<file path="config.mk">
export PLATFORM = sky130hd
export DESIGN_NAME = msbbr_ctrl
export DESIGN_NICKNAME = d
export VERILOG_FILES = /design/src/rtl/core/msbbr_pkg.sv /design/src/rtl/core/msbbr_ctrl.sv
export SDC_FILE = /design/constraint.sdc
export NUM_CORES = 1
export LEC_CHECK = 0
export ABC_AREA = 1
export BUFFER_PORTS_ARGS = -buffer_cell sky130_fd_sc_hd__clkbuf_2
export CORE_AREA = 5 5 42 44
export DETAILED_ROUTE_END_ITERATION = 6
export DIE_AREA = 0 0 47 49
export GPL_TIMING_DRIVEN = 1
export HOLD_SLACK_MARGIN = 0.15
export PLACE_DENSITY_LB_ADDON = 0.1
export SLEW_MARGIN = 20
export SYNTH_ARGS = -nofsm -noshare
export SYNTH_HDL_FRONTEND = slang
export SYNTH_SLANG_ARGS = --single-unit
</file>
<file path="constraint.sdc">
create_clock -name i_clk -period 1.4 [get_ports i_clk]
set_input_delay 0.42 -clock i_clk [delete_from_list [all_inputs] [get_ports i_clk]]
set_output_delay 0.42 -clock i_clk [all_outputs]
set_load 0.005 [all_outputs]
</file>
<file path="src/rtl/core/msbbr_pkg.sv">
// Shared types and constants for the MSB-first bit reader.
// No dependencies; imported by msbbr_ctrl, msbbr_dp and the top level.
`default_nettype none
package msbbr_pkg;

    localparam int BYTE_BITS = 8;
    localparam int COUNT_W   = 16;            // width of a bit count request
    localparam int SUM_W     = COUNT_W + 1;   // position plus count, no overflow

    typedef enum logic [1:0] {
        REQ_APPEND  = 2'd0,
        REQ_READ    = 2'd1,
        REQ_SKIP    = 2'd2,
        REQ_RESTART = 2'd3
    } t_req;

    // controller -> datapath
    typedef struct packed {
        logic cap;       // capture the incoming transaction
        logic append;    // store the byte, bump the length
        logic restart;   // clear length and position
        logic skip;      // advance the position
        logic rd_start;  // first store read, set up the group counters
        logic rd_prime;  // latch first byte, read the next one
        logic rd_group;  // emit one output byte, read the next one
        logic emit_err;  // emit the error result
    } t_cmd;

    // datapath -> controller
    typedef struct packed {
        t_req req;
        logic skip_err;
        logic read_zero;
        logic read_err;
        logic last_group;
    } t_sts;

endpackage
`default_nettype wire

</file>
<file path="src/rtl/core/msbbr_ctrl.sv">
// Sequencing state machine for the MSB-first bit reader.
// Depends on msbbr_pkg; drives msbbr_dp through t_cmd, watches t_sts.
`default_nettype none
module msbbr_ctrl (
    input  wire logic            i_clk,
    input  wire logic            i_rst_n,
    input  wire logic            start,
    output logic                 busy,
    input  msbbr_pkg::t_sts      i_sts,
    output msbbr_pkg::t_cmd      o_cmd
);
    import msbbr_pkg::*;

    typedef enum logic [1:0] {
        S_IDLE,
        S_EXEC,
        S_FIRST,
        S_GROUP
    } t_state;

    t_state r_state, n_state;

    assign busy = (r_state != S_IDLE);

    always_comb begin
        o_cmd   = '0;
        n_state = r_state;
        unique case (r_state)
            S_IDLE: begin
                if (start) begin
                    o_cmd.cap = 1'b1;
                    n_state   = S_EXEC;
                end
            end
            S_EXEC: begin
                n_state = S_IDLE;
                unique case (i_sts.req)
                    REQ_APPEND:  o_cmd.append  = 1'b1;
                    REQ_RESTART: o_cmd.restart = 1'b1;
                    REQ_SKIP: begin
                        if (i_sts.skip_err) o_cmd.emit_err = 1'b1;
                        else                o_cmd.skip     = 1'b1;
                    end
                    REQ_READ: begin
                        priority if (i_sts.read_zero) begin
                            // zero-bit read: nothing to do
                        end else if (i_sts.read_err) begin
                            o_cmd.emit_err = 1'b1;
                        end else begin
                            o_cmd.rd_start = 1'b1;
                            n_state        = S_FIRST;
                        end
                    end
                    default: ;
                endcase
            end
            S_FIRST: begin
                o_cmd.rd_prime = 1'b1;
                n_state        = S_GROUP;
            end
            S_GROUP: begin
                o_cmd.rd_group = 1'b1;
                if (i_sts.last_group) n_state = S_IDLE;
            end
            default: n_state = S_IDLE;
        endcase
    end

    always_ff @(posedge i_clk) begin
        if (!i_rst_n) begin
            r_state <= S_IDLE;
        end else begin
            r_state <= n_state;
        end
    end

endmodule
`default_nettype wire

</file>
# --- Yosys cells after proc, flatten, opt, wreduce, memory -nomap -nowiden ---
# Index checks and enable logic that the tools add are counted.
# W data, S select, Z words.
word_totals:
  regBits: 2
  latchBits: 0
  mem_bits_rw: 0
  mem_bits_ro: 0
  input_bits: 9
  output_inout_bits: 9
  elab_cells: 36
  n_memories: 0
classes:
  n_addsub: 0
  mul: 0
  n_div: 0
  magnitude_cmp: 0
  eq_ne: 8
  n_shift: 0
  mux: 23
  bitwise_logic: 0
  n_reduce_logical: 4
ops:
  columns: ["cell", "count"]
  rows:
  - ["$mux W1", 15]
  - ["$mux W2", 5]
  - ["$eq A2 B2 Y1 const B", 4]
  - ["$pmux W2 S4", 1]
  - ["$eq A2 B1 Y1 const B", 2]
  - ["$logic_not A2 Y1", 2]
  - ["$mux W4", 1]
  - ["$ne A2 B2 Y1 const B", 2]
  - ["$pmux W1 S2", 1]
  - ["$reduce_and A2 Y1", 1]
  - ["$reduce_bool A2 Y1", 1]

# --- Logic depth before layout (Yosys ltp) ---
depth:
  depth_word: 4
  depth_mapped: 4
  mapped_depth_nobuf: 4

# --- Least setup slack after synthesis ---
# Ideal clock, no wire load.
synth_timing:
  path_type: "input port to output port"
  from: "input i_sts[4] (netlist name)"
  to: "output o_cmd[0] (netlist name)"
  arrival_ps: 893
  setup_slack_ps: 87
  cell_stages: 4
  n_path_buf: 0
  path_cell_list: "inv_1 ha_1 nand2_1 a21oi_1"
synth_rtl:
  columns: ["item", "line_no", "text"]
  rows:
  - ["start: declaration", "msbbr_ctrl.sv:9", "input msbbr_pkg::t_sts i_sts,"]
  - ["end: declaration", "msbbr_ctrl.sv:10", "output msbbr_pkg::t_cmd o_cmd"]

==> results_dict.tcl <==
set metrics [dict create \
    fp.dieH_um 49 \
    p_int_uw 204 \
    path_cells "clkbuf_16 > inv_8 > ha_4 > nand2_2 > a21oi_2 > clkbuf_2" \
    synth_area_leaders "ha_1 (21%), dfxtp_1 (17%), inv_1 (14%)" \
    rrSetupSlack_ns 0.50 \
    tightest_slew_ns 0.172 \
    finalCritPeriodShare_pct 107 \
    finalCriticalPeriod_ns 1.50 \
    cp_slowest_cell "ha_4" \
    hold_violations 0 \
    switchingPower_uw 74.3 \
    grt_setup_unrepaired "true" \
    clk-insertion-delay-late_ns 0.22 \
    r2r_cells 5 \
    area_growth_pct 118 \
    yosysUniqueCellTypes 12 \
    ios 18 \
    slew_headroom_pct 88.5 \
    ys.flop_type "dfxtp_1" \
    wl_per_cell_um 8.43 \
    slowest_delay_ns 0.24 \
    drc 0 \
    htree_levels 1 \
    p_clk_share_pct 45.3 \
    start_util_pct 16.8 \
    vias_per_cell 3.77 \
    drt_iter0_drc 5 \
    crit_path_end_kind "output port" \
    vdd_ir_drop_max_uv 257 \
    grt_start_max_net_pins 5 \
    die_x_um 47 \
    cts_tree "done" \
    worstPathMaxFanout 3 \
    place_inst 72 \
    syn_area_per_cell_um2 6.53 \
    grt_overflow_total 0 \
    startpoint "i_sts[4]" \
    arrival_ns 1.08 \
    instances_no_fill 77 \
    fp.dieArea_um2 2300 \
    critPathRequiredTime_ns 0.98 \
    grt_pass1_vias 276 \
    cts.path.max_buffers 2 \
    cts_buffers 3 \
    synth_area_leader_cell "ha_1" \
    yosysWarnings 0 \
    synthArstFlopShare_pct 0 \
    postRouteAntennaNets 0 \
    synth_common_cells "inv_1 (9), nand2_1 (6), nor2_1 (6)" \
    crit_type "input port to output port" \
    yosysMostFrequentCell "inv_1" \
    core-area_um2 1400 \
    first_pass_iters 4 \
    hold_slack_ns 0.439 \
    via_count 290 \
    ys_ff_latch 2 \
    swShare_pct 26.7 \
    cts-root-buf "clkbuf_4" \
    synth_top_area_share_pct 21.3 \
    fmax_ghz 0.666 \
    syn_nets 49 \
    drive_gt1_share_pct 67.2 \
    syn_area_um2 235 \
    critPathLaunchType "input port" \
    power.density_nw_per_um2 543 \
    track_usage_pct 6.61 \
    pwr-share-comb_pct 32.6 \
    dpl.hpwl_um 489 \
    synth_edf_count 0 \
    synthCells 36 \
    status "finished, violations left" \
    routed_wirelength_um 649 \
    rows 14 \
    setup_viol 5 \
    report.final.slew_viol_count 0 \
    grt_first_pass_wirelength_um 1060 \
    hp-class "input port to register" \
    gp_congestion 0.629 \
    num_antenna_cells 0 \
    fin_skew_ns 0.00235 \
    violations "negative setup slack" \
    maxCapViolations 0 \
    antenna_found_initial 0 \
    reg2reg_from "r_state[0]" \
    crit_end "o_cmd[0]" \
    power_frac_seq_pct 22.1 \
    portBuffers 17 \
    clk_pin_slew_worst_paths_ns 0.03 \
    ys_seq_area_share_pct 17.0 \
    leakagePower_uw 0.000266 \
    nets 76 \
    clock-sinks 2 \
    timing.final.ws_setup_ns -0.103 \
]
what timing repair did:
item	in CTS	in global routing
endpoints found under the hold margin	0	0
hold buffers	0	0
endpoints found under the setup margin	5	6
buffers inserted	2	0
gates resized for setup	15	9
pin swaps	2	3
layer usage:
layer  global-route usage (%)  wire length, um  vias up
met4                     6.91               12        0
met1                     8.08              280      124
met3                     2.21               41        2
met5                        0                0        -
met2                     8.14              315        9
li1                         -                -      155
worst max-delay path, delay by kind of cell:
kind / cells / cell delay [ns]
buf+inv: 3 / 0.28
fa+ha+maj: 1 / 0.24
simple gates: 1 / 0.04
compound gates: 1 / 0.10
kinds of logic (layout without fill, tap and decap cells):
logic type	after synthesis	in the layout	synth area share, %
simple gates	15	15	31.4
buf+inv	11	36	17.6
fa+ha+maj	4	4	21.3
compound gates	4	4	12.8
flops	2	2	17.0
how the worst min path moves through the flow:
stage / start / slack [ns] / cells past startpoint / end
2_1_floorplan: i_rst_n / 0.58 / 2 / r_state[0]
3_3_place_gp: r_state[0] / 0.64 / 3 / r_state[0]
3_5_place_dp: r_state[0] / 0.62 / 3 / r_state[0]
4_1_cts: i_rst_n / 0.43 / 3 / r_state[0]
5_1_grt: i_rst_n / 0.44 / 3 / r_state[0]
6_report: i_rst_n / 0.44 / 3 / r_state[0]
power by group through the flow:
stage,clock (uW),sequential (uW),combinational (uW)
2_1_floorplan,0,62.4,27.1
3_3_place_gp,0,62.7,57.3
3_5_place_dp,0,62.7,56.3
4_1_cts,130,61.5,84.0
5_1_grt,145,61.7,102
6_report,126,61.5,91.0
cell type report:
type                       count  area (um2)
multi-input combinational     23         213
sequential                     2        41.3
fill                         162         888
clock buffer                   3        22.5
inverter                      11        53.8
tap                           16        20.0
timing repair buffer          22         163
cells in the final DEF, fill, tap and decap left out, drive strengths merged:
cell type / count
dfxtp: 2
a21oi: 3
inv: 11
nand3b: 1
nand3: 1
a21o: 1
ha: 4
buf: 7
clkbuf: 18
nor2: 7
nand2: 6
per-stage QoR:
| stage | total power (uW) | util [%] | setup TNS [ns] | setup WS (ns) | area [um2] |
|---|---|---|---|---|---|
| finish | 279 | 36.6 | -0.167 | -0.103 | 513 |
| global route | 308 | 36.6 | -0.656 | -0.142 | 513 |
| CTS | 275 | 34.7 | -0.248 | -0.122 | 487 |
| detailed placement | 119 | 25.9 | -0.295 | -0.167 | 363 |
| global placement | 120 | 25.9 | -0.303 | -0.155 | 363 |
| floorplan | 89.5 | - | 0 | 0.0870 | 235 |
Power figures use the tool's default switching activity.
